===== src/hdl/giss_pkg.sv =====
// ----------------------------------------------------------------------------
// giss_pkg
// Types and constants shared by the grid infection spread step block.
// ----------------------------------------------------------------------------
package giss_pkg;

    localparam int unsigned ADDR_W      = 20;
    localparam int unsigned STORE_DEPTH = 1 << ADDR_W;
    localparam int unsigned GRID_W      = 11;
    localparam int unsigned DRAW_W      = 14;
    localparam int unsigned FLAGS_W     = 3;
    localparam int unsigned ADDED_W     = 4;
    localparam int unsigned COUNT_W     = 24;
    localparam int unsigned CFG_IDX_W   = 2;
    localparam int unsigned CFG_DATA_W  = 14;

    localparam int unsigned MAX_GRID_ROWS = 1024;
    localparam int unsigned MAX_GRID_COLS = 1024;
    localparam int unsigned DRAW_RANGE    = 10000;

    localparam int unsigned ROWS_RESET = 600;
    localparam int unsigned COLS_RESET = 800;
    localparam int unsigned THR_RESET  = 1000;

    // One quotient bit per divider step.
    localparam int unsigned DIV_STEPS  = ADDR_W;
    localparam int unsigned DIV_CNT_W  = $clog2(DIV_STEPS);

    localparam int unsigned NBR_COUNT  = 8;
    localparam int unsigned NBR_IDX_W  = $clog2(NBR_COUNT);
    localparam int unsigned NBR_CNT_W  = NBR_IDX_W + 1;

    // Flag word bit positions and the word written for a fresh infection.
    localparam int unsigned FLAG_INFECTED = 0;
    localparam int unsigned FLAG_IMMUNE   = 1;
    localparam int unsigned FLAG_NEWLY    = 2;
    localparam logic [FLAGS_W-1:0] NEWLY_MARK = FLAGS_W'(1) << FLAG_NEWLY;

    localparam logic [COUNT_W-1:0] COUNT_MAX = '1;

    typedef enum logic [1:0] {
        OP_WRITE  = 2'd0,
        OP_SPREAD = 2'd1,
        OP_READ   = 2'd2,
        OP_CLEAR  = 2'd3
    } op_t;

    typedef enum logic [CFG_IDX_W-1:0] {
        CFG_GRID_ROWS = 2'd0,
        CFG_GRID_COLS = 2'd1,
        CFG_THRESHOLD = 2'd2
    } cfg_idx_t;

    // Neighbor positions in draw-field order.
    typedef enum logic [NBR_IDX_W-1:0] {
        NBR_UP         = 3'd0,
        NBR_UP_LEFT    = 3'd1,
        NBR_UP_RIGHT   = 3'd2,
        NBR_DOWN       = 3'd3,
        NBR_DOWN_LEFT  = 3'd4,
        NBR_DOWN_RIGHT = 3'd5,
        NBR_LEFT       = 3'd6,
        NBR_RIGHT      = 3'd7
    } nbr_pos_t;

    typedef enum logic [1:0] {
        STEP_ZERO  = 2'd0,
        STEP_MINUS = 2'd1,
        STEP_PLUS  = 2'd2
    } step_t;

    localparam step_t NBR_DR [NBR_COUNT] = '{
        STEP_MINUS, STEP_MINUS, STEP_MINUS, STEP_PLUS,
        STEP_PLUS,  STEP_PLUS,  STEP_ZERO,  STEP_ZERO
    };
    localparam step_t NBR_DC [NBR_COUNT] = '{
        STEP_ZERO,  STEP_MINUS, STEP_PLUS,  STEP_ZERO,
        STEP_MINUS, STEP_PLUS,  STEP_MINUS, STEP_PLUS
    };

    typedef enum logic [2:0] {
        ST_IDLE   = 3'd0,
        ST_WRITE  = 3'd1,
        ST_CLEAR  = 3'd2,
        ST_DIV    = 3'd3,
        ST_NBR    = 3'd4,
        ST_READ   = 3'd5,
        ST_RDWAIT = 3'd6,
        ST_RESP   = 3'd7
    } state_t;

    typedef struct packed {
        op_t                 operation;
        logic [ADDR_W-1:0]   cell_index;
        logic [FLAGS_W-1:0]  cell_flags_in;
        logic [DRAW_W-1:0]   draw_up;
        logic [DRAW_W-1:0]   draw_up_left;
        logic [DRAW_W-1:0]   draw_up_right;
        logic [DRAW_W-1:0]   draw_down;
        logic [DRAW_W-1:0]   draw_down_left;
        logic [DRAW_W-1:0]   draw_down_right;
        logic [DRAW_W-1:0]   draw_left;
        logic [DRAW_W-1:0]   draw_right;
    } giss_in_t;

    typedef struct packed {
        logic [FLAGS_W-1:0]  cell_flags_out;
        logic [ADDED_W-1:0]  new_infections;
        logic [COUNT_W-1:0]  infection_total;
    } giss_out_t;

    typedef struct packed {
        logic load;
        logic write_cell;
        logic read_cell;
        logic cap_flags;
        logic clear_count;
        logic div_step;
        logic nbr_step;
        logic out_load;
    } giss_cmd_t;

    typedef struct packed {
        op_t  op;
        logic div_last;
        logic in_grid;
        logic nbr_last;
        logic out_free;
    } giss_stat_t;

endpackage


===== src/hdl/giss_ctrl.sv =====
// ----------------------------------------------------------------------------
// giss_ctrl
// Sequencer: decodes an item and steps the datapath through its phases.
// ----------------------------------------------------------------------------
module giss_ctrl (
    input  logic                   aclk,
    input  logic                   aresetn,
    input  logic                   s_valid,
    output logic                   s_ready,
    input  giss_pkg::giss_stat_t   stat,
    output giss_pkg::giss_cmd_t    cmd
);

    giss_pkg::state_t state_reg;
    giss_pkg::state_t state_next;

    always_ff @(posedge aclk) begin
        if (!aresetn) begin
            state_reg <= giss_pkg::ST_IDLE;
        end else begin
            state_reg <= state_next;
        end
    end

    always_comb begin
        state_next = state_reg;
        cmd        = '0;
        s_ready    = 1'b0;
        unique case (state_reg)
            giss_pkg::ST_IDLE: begin
                s_ready = 1'b1;
                if (s_valid) begin
                    cmd.load = 1'b1;
                    unique case (stat.op)
                        giss_pkg::OP_WRITE:  state_next = giss_pkg::ST_WRITE;
                        giss_pkg::OP_SPREAD: state_next = giss_pkg::ST_DIV;
                        giss_pkg::OP_READ:   state_next = giss_pkg::ST_READ;
                        giss_pkg::OP_CLEAR:  state_next = giss_pkg::ST_CLEAR;
                    endcase
                end
            end
            giss_pkg::ST_WRITE: begin
                cmd.write_cell = 1'b1;
                state_next     = giss_pkg::ST_RESP;
            end
            giss_pkg::ST_CLEAR: begin
                cmd.clear_count = 1'b1;
                state_next      = giss_pkg::ST_RESP;
            end
            giss_pkg::ST_DIV: begin
                cmd.div_step = 1'b1;
                if (stat.div_last) begin
                    state_next = giss_pkg::ST_NBR;
                end
            end
            giss_pkg::ST_NBR: begin
                // skip the sweep for a cell beyond the last row
                if (!stat.in_grid) begin
                    state_next = giss_pkg::ST_READ;
                end else begin
                    cmd.nbr_step = 1'b1;
                    if (stat.nbr_last) begin
                        state_next = giss_pkg::ST_READ;
                    end
                end
            end
            giss_pkg::ST_READ: begin
                cmd.read_cell = 1'b1;
                state_next    = giss_pkg::ST_RDWAIT;
            end
            giss_pkg::ST_RDWAIT: begin
                cmd.cap_flags = 1'b1;
                state_next    = giss_pkg::ST_RESP;
            end
            giss_pkg::ST_RESP: begin
                if (stat.out_free) begin
                    cmd.out_load = 1'b1;
                    state_next   = giss_pkg::ST_IDLE;
                end
            end
        endcase
    end

endmodule


===== config.mk =====
export PLATFORM = sky130hd
export DESIGN_NAME = giss_ctrl
export DESIGN_NICKNAME = d
export VERILOG_FILES = /design/src/hdl/giss_pkg.sv /design/src/hdl/giss_ctrl.sv
export SDC_FILE = /design/constraint.sdc
export NUM_CORES = 1
export LEC_CHECK = 0
export ABC_AREA = 1
export BUFFER_PORTS_ARGS = -buffer_cell sky130_fd_sc_hd__buf_2
export CAP_MARGIN = 30
export CORE_UTILIZATION = 25
export CTS_BUF_LIST = sky130_fd_sc_hd__clkbuf_4 sky130_fd_sc_hd__clkbuf_8
export CTS_CLUSTER_SIZE = 8
export DETAILED_ROUTE_END_ITERATION = 12
export PLACE_DENSITY_LB_ADDON = 0.12
export SYNTH_ARGS = -nofsm -noshare
export SYNTH_HDL_FRONTEND = slang
export SYNTH_SLANG_ARGS = --single-unit

===== constraint.sdc =====
create_clock -name aclk -period 1 [get_ports aclk]
set_clock_uncertainty 0.05 [all_clocks]
set_input_delay 0.1 -clock aclk [delete_from_list [all_inputs] [get_ports aclk]]
set_output_delay 0.1 -clock aclk [all_outputs]
set_load 0.005 [all_outputs]

==> results.yml, run 1 <==
status:
  status: "complete, but fails checks"
  violations: "negative setup slack"
power_and_ir_drop:
  ir_drop_mv: 1.19
  p_int_mw: 1.12
  combPwrFrac_pct: 69.9
  p_per_area_nw_per_um2: 3040
  seqPwrFrac_pct: 17.4
  p_clk_share_pct: 12.7
  sw_frac_of_total_pct: 43.3
  p_leak_nw: 0.379
  power.switching_mw: 0.853
  fin_total_pwr_mw: 1.97
clock_tree:
  ctsLongestPathBuffers: 2
  cts_sinks: 3
  cts_root_buffer: "clkbuf_4"
  cts_hold_buf: 0
  clkTransAtPathRegs_ns: 0.04
  cts_buffers: 3
  cts_htree_levels: 1
  cts_tree: "built"
  clock_latency_ns: 0.23
route:
  wire_per_inst_um: 9.18
  drt_iter0_drc: 10
  ant_nets: 0
  vias: 442
  drt_drc_violations_left: 0
  drtPass1Iterations: 3
  wirelength_um: 936
  vias_per_cell: 4.33
placed_design:
  port_buffers: 17
  globalplace.congestion: 0.782
  dpl.hpwl_um: 636
  dp.cells: 92
  place_area_um2: 478
timing:
  rsz0062_at_grt: "yes"
  period_needed_ns: 1.22
  fin_ws_ns: -0.219
  finalHoldViolCount: 0
  hold_slack_ns: 0.0456
  slew_violations: 0
  tightest_slew_ns: 0.183
  finalSetupViolCount: 12
  relSlewSlack_pct: 87.7
  max_clock_freq_mhz: 821
  fin_crit_sh_pct: 122
finish:
  instances_no_fill: 102
  area_growth_pct: 93.3
  finalCoreUtilization_pct: 55.3
  num-fill-cells: 111
  drive_above_1_share_pct: 69.3
  largest_register_ffs: 3
  diodes: 0
  nets: 98
  final_area_um2: 648
synth:
  post-synth-top-area-cell: "dfxtp_1"
  ys.warnings.count: 0
  netlist_instances: 57
  netlist_top_cells_count: "inv_1 (13), nand2_1 (10), nor2_1 (7), nand2_2 (5), o21ai_0 (4)"
  syn_nets: 66
  synthArstFlopShare_pct: 0
  synth_most_common_cell: "inv_1"
  synth.area.top_cells: "dfxtp_1 (18%), inv_1 (15%), nand2_1 (11%)"
  synth_flop_cell: "dfxtp_1"
  ys_types: 17
  syn_area_um2: 335
  synth_edf_count: 0
  ys_seq_area_share_pct: 17.9
  yosys.area.top_type_share_pct: 17.9
  ys_seq_elements: 3
  synth_area_per_cell_um2: 5.88
min_path:
  hp-class: "input pin to flip-flop"
  min_to: "state_reg[2]$_SDFFE_PN0P_"
  holdPathStages: 3
  hold_start: "aresetn"
global_routing:
  grt_usage_pct: 14.8
  grt_max_degree: 8
  grt_pass1_vias: 380
  grt_pass1_wl_um: 1480
  antenna_found_initial: 0
  grt_overflow: 0
die:
  die_h_um: 38.6
  die_x_um: 38.6
  rows: 12
  start_util_pct: 28.6
  core_um2: 1170
  io_pins: 18
  dieArea_um2: 1490
setup_path:
  r2r_end: "state_reg[0]$_SDFFE_PN0P_"
  required_ns: 0.85
  cp.arrival_ns: 1.07
  path_class: "flip-flop to output port"
  cp_max_fo: 3
  reg2reg_from: "state_reg[0]$_SDFFE_PN0P_"
  crit_family: "flip-flops"
  end_kind: "output port"
  slowest_stage: "dfxtp_4"
  crit_path_max_incr_delay_ns: 0.35
  path_cells: "nor2_4 -> nand2_2 -> buf_6 -> nor2_2 -> buf_2"
  reg2reg_depth: 7
  start_kind: "flip-flop"
  critical_path_buf_inv_count: 2
  reg2reg_slack_ns: -0.17
flow_run:
  maxCapViolCount: 0
==> cell families after synthesis <==
logic type / Yosys count / share of synthesized area, %
AOI/OAI and AO/OA: 6 / 10.8
DFF: 3 / 17.9
buffers and inverters: 15 / 20.2
and+or+nand+nor: 33 / 51.1
==> power groups by stage <==
stage                     clock [mW]  sequential [mW]  combinational, mW
after floorplan                    0            0.235              0.655
after global placement             0            0.306              0.909
after detailed placement           0            0.311              0.890
after CTS                      0.252            0.328               1.27
after global routing           0.267            0.357               1.50
final                          0.250            0.343               1.38
==> worst max path at each step <==
stage | startpoint | endpoint | slack [ns] | cells past startpoint
detailed placement | state_reg[2]$_SDFFE_PN0P_ | state_reg[1]$_SDFFE_PN0P_ | -0.21 | 7
CTS | state_reg[1]$_SDFFE_PN0P_ | cmd[7] | -0.23 | 5
global placement | state_reg[2]$_SDFFE_PN0P_ | state_reg[1]$_SDFFE_PN0P_ | -0.23 | 5
global route | state_reg[0]$_SDFFE_PN0P_ | cmd[7] | -0.28 | 5
floorplan | state_reg[1]$_SDFFE_PN0P_ | state_reg[1]$_SDFFE_PN0P_ | -0.06 | 8
finish | state_reg[0]$_SDFFE_PN0P_ | cmd[7] | -0.22 | 5
==> cell usage in the layout (no fill, tap or decap) <==
master	instances
inv_4	2
nor2_2	2
nand2_2	7
o21bai_1	1
o21ai_2	1
nor2_1	5
inv_2	1
o21ai_0	2
o21ai_1	1
nor2_4	3
nand3_2	2
nand2_1	6
nand3_4	1
dfxtp_4	3
nand4_1	1
and2_1	1
clkbuf_4	4
a21oi_2	1
nor3_2	3
buf_6	7
buf_4	5
nand2_4	2
inv_1	10
buf_2	17
==> worst reg2reg max path, cell delays in order (launching register included) <==
cell and delay [ns]:
dfxtp_4 0.35, nor2_4 0.13, nand2_2 0.07, buf_4 0.14, o21ai_1 0.15, inv_1 0.05, nand2_1 0.07, a21oi_2 0.05
==> repair_timing <==
action | CTS | global route
setup buffers | 7 | 0
resized for setup | 20 | 10
endpoints found under the setup margin | 12 | 12
pin swaps | 5 | 6
cloned | 0 | 0
==> final cells by class <==
| cell class | count | area [um^2] | share of cell area, % |
|---|---|---|---|
| Timing Repair Buffer | 29 | 201 | 31.1 |
| Tap cell | 14 | 17.5 | 2.70 |
| Multi-Input combinational cell | 39 | 274 | 42.3 |
| Inverter | 13 | 53.8 | 8.30 |
| Sequential cell | 3 | 71.3 | 11.0 |
| Clock buffer | 4 | 30.0 | 4.63 |
==> routing by layer <==
metal	global-route usage (%)	part of all wire (%)	vias to the layer above
li1	-	-	234
met1	16.3	43	196
met2	25.8	52	12
met3	5.20	4.5	0
met4	5.17	0	0
met5	0	0	-
==> per-stage QoR <==
stage | setup WS (ns) | TNS [ns]
floorplan | -0.0641 | -0.147
global placement | -0.233 | -1.39
detailed placement | -0.211 | -1.39
CTS | -0.226 | -2.00
global route | -0.279 | -2.65
finish | -0.219 | -1.97
Note: power is estimated with default switching activity, not from simulation.
==> run 2, diff against run 1 <==
--- a/config.mk
+++ b/config.mk
@@ -5,13 +5,13 @@
 export SDC_FILE = /design/constraint.sdc
 export NUM_CORES = 1
 export LEC_CHECK = 0
-export ABC_AREA = 1
 export BUFFER_PORTS_ARGS = -buffer_cell sky130_fd_sc_hd__buf_2
 export CAP_MARGIN = 30
-export CORE_UTILIZATION = 25
+export CORE_AREA = 2 2 39 41
 export CTS_BUF_LIST = sky130_fd_sc_hd__clkbuf_4 sky130_fd_sc_hd__clkbuf_8
 export CTS_CLUSTER_SIZE = 8
 export DETAILED_ROUTE_END_ITERATION = 12
+export DIE_AREA = 0 0 41 43
 export PLACE_DENSITY_LB_ADDON = 0.12
 export SYNTH_ARGS = -nofsm -noshare
 export SYNTH_HDL_FRONTEND = slang
==> run 2 against run 1 <==
  * Sequential cell count unchanged
  * Highest routed layer unchanged
  * Clock power fell by 6%
  * Critical endpoint is now cmd[2]
  * Largest power group unchanged
  * Hold slack improved by 0.057 ns
  * Critical path depth rose by 1
  * First-iteration DRC count is 90% lower
  * Die area up 18%
  * Wire length rose by 3.7%
  * Cell count down 9.8%
  * Count of clock-buffer cells in the layout unchanged
  * Combinational power fell by 26%
  * The flow still finishes with violations (negative setup slack)
  * Global-route usage fell by 2.8 points
==> results.yml, run 2 <==
status:
  status: "complete, but fails checks"
  violations: "negative setup slack"
die:
  dieArea_um2: 1760
  start_util_pct: 20.4
  io_pins: 18
  die_h_um: 43
  rows: 14
  core_um2: 1380
  die_x_um: 41
synth:
  syn_nets: 48
  ys_seq_area_share_pct: 21.2
  netlist_top_cells_count: "nor2_1 (5), nand2_1 (4), buf_2 (3), dfxtp_1 (3)"
  ys.warnings.count: 0
  yosys.area.top_type_share_pct: 21.2
  synth.area.top_cells: "dfxtp_1 (21%), nor2_1 (6.6%), and3b_1 (6.2%)"
  ys_types: 22
  synthArstFlopShare_pct: 0
  synth_edf_count: 0
  synth_area_per_cell_um2: 7.25
  ys_seq_elements: 3
  syn_area_um2: 283
  post-synth-top-area-cell: "dfxtp_1"
  synth_flop_cell: "dfxtp_1"
  netlist_instances: 39
  synth_most_common_cell: "nor2_1"
setup_path:
  end_kind: "output port"
  r2r_end: "state_reg[0]$_SDFFE_PN0P_"
  slowest_stage: "dfxtp_4"
  reg2reg_from: "state_reg[1]$_SDFFE_PN0P_"
  cp.arrival_ns: 1.16
  required_ns: 0.85
  start_kind: "flip-flop"
  crit_path_max_incr_delay_ns: 0.37
  cp_max_fo: 6
  path_cells: "buf_4 -> buf_6 -> nand2_2 -> buf_4 -> nor2_2 -> buf_2"
  path_class: "flip-flop to output port"
  reg2reg_slack_ns: -0.29
  reg2reg_depth: 4
  crit_top_cell: "buf_4"
route:
  drt_iter0_drc: 1
  wirelength_um: 971
  vias: 412
  ant_nets: 0
  vias_per_cell: 4.48
  drt_drc_violations_left: 0
  drtPass1Iterations: 2
  wire_per_inst_um: 10.6
finish:
  nets: 86
  drive_above_1_share_pct: 69.7
  num-fill-cells: 156
  area_growth_pct: 127
  final_area_um2: 643
  largest_register_ffs: 3
  final_common_cell: "buf_2"
  instances_no_fill: 92
  diodes: 0
  layout_common_cells: "buf_2 (15), buf_4 (12), buf_6 (9)"
clock_tree:
  cts_htree_levels: 1
  cts_buffers: 3
  cts_tree: "built"
  clock_latency_ns: 0.23
  cts_root_buffer: "clkbuf_4"
  ctsLongestPathBuffers: 2
  cts_hold_buf: 0
  cts_sinks: 3
  clkTransAtPathRegs_ns: 0.04
global_routing:
  grt_pass1_vias: 368
  antenna_found_initial: 0
  grt_max_degree: 9
  grt_pass1_wl_um: 1450
  grt_overflow: 0
  grt_usage_pct: 12.0
power_and_ir_drop:
  p_int_mw: 1.00
  p_leak_nw: 0.320
  combPwrFrac_pct: 65.6
  p_per_area_nw_per_um2: 2410
  fin_total_pwr_mw: 1.55
  power.switching_mw: 0.545
  sw_frac_of_total_pct: 35.2
  seqPwrFrac_pct: 19.1
  p_clk_share_pct: 15.2
  ir_drop_mv: 1.04
min_path:
  holdPathStages: 2
  hp-class: "input pin to flip-flop"
  min_to: "state_reg[1]$_SDFFE_PN0P_"
  hold_start: "aresetn"
placed_design:
  port_buffers: 17
  dpl.hpwl_um: 667
  place_area_um2: 469
  globalplace.congestion: 0.720
  dp.cells: 81
timing:
  fin_ws_ns: -0.311
  period_needed_ns: 1.31
  finalHoldViolCount: 0
  hold_slack_ns: 0.102
  fin_crit_sh_pct: 131
  relSlewSlack_pct: 83.6
  finalSetupTns_ns: -3.15
  finalSetupViolCount: 12
  tightest_slew_ns: 0.245
  slew_violations: 0
  rsz0062_at_grt: "yes"
  max_clock_freq_mhz: 763
flow_run:
  maxCapViolCount: 0
[run 2: cell families (layout without fill, tap and decap cells)]
logic type,count (synthesis),count (layout),synth area share (%)
and+or+nand+nor,20,20,41.6
AOI/OAI and AO/OA,10,10,25.7
buffers and inverters,5,42,7.96
DFF,3,3,21.2
muxes,1,1,3.54
[run 2: how the worst max path moves through the flow]
stage | from | end | slack [ns] | cells after the start
global placement | state_reg[1]$_SDFFE_PN0P_ | state_reg[0]$_SDFFE_PN0P_ | -0.24 | 4
floorplan | state_reg[1]$_SDFFE_PN0P_ | state_reg[0]$_SDFFE_PN0P_ | -0.20 | 4
CTS | state_reg[1]$_SDFFE_PN0P_ | cmd[7] | -0.33 | 5
detailed placement | state_reg[1]$_SDFFE_PN0P_ | state_reg[0]$_SDFFE_PN0P_ | -0.26 | 4
finish | state_reg[1]$_SDFFE_PN0P_ | cmd[2] | -0.31 | 6
global route | state_reg[1]$_SDFFE_PN0P_ | cmd[2] | -0.38 | 6
[run 2: power by group through the flow]
stage	Sequential (mW)	Clock, mW	Combinational (mW)
6_report	0.297	0.236	1.02
4_1_cts	0.287	0.249	0.765
5_1_grt	0.307	0.263	1.10
2_1_floorplan	0.222	0	0.350
3_5_place_dp	0.245	0	0.665
3_3_place_gp	0.243	0	0.670
[run 2: per-stage QoR]
| step | utilization, % | setup slack [ns] |
|---|---|---|
| final | 46.5 | -0.311 |
| after detailed placement | 33.9 | -0.256 |
| after CTS | 40.2 | -0.328 |
| after global placement | 33.9 | -0.241 |
| after floorplan | - | -0.204 |
| after global routing | 46.5 | -0.381 |
[run 2: final cells by class]
class / count / area [um^2] / share of cell area [%]
timing repair buffer: 36 / 267 / 41.4
multi-input combinational: 31 / 248 / 38.5
inverter: 2 / 7.51 / 1.17
tap: 16 / 20.0 / 3.11
sequential: 3 / 71.3 / 11.1
clock buffer: 4 / 30.0 / 4.67
[run 2: timing repair]
action | 4_1_cts | 5_1_grt
pin swaps | 4 | 4
endpoints found under the setup margin | 12 | 12
buffers inserted | 2 | 5
resized for setup | 11 | 12
[run 2: critical path, delay by kind of cell, from the launching register on]
family / cells / cell delay, ns
buffers and inverters: 4 / 0.45
DFF: 1 / 0.37
and+or+nand+nor: 2 / 0.12
[run 2: metal layers]
layer  vias up  track usage (%)  wire [um]
li1        215                -          -
met5         -                0          0
met3         0             3.14         43
met2         9             17.8        513
met1       188             16.1        414
met4         0             4.00          0
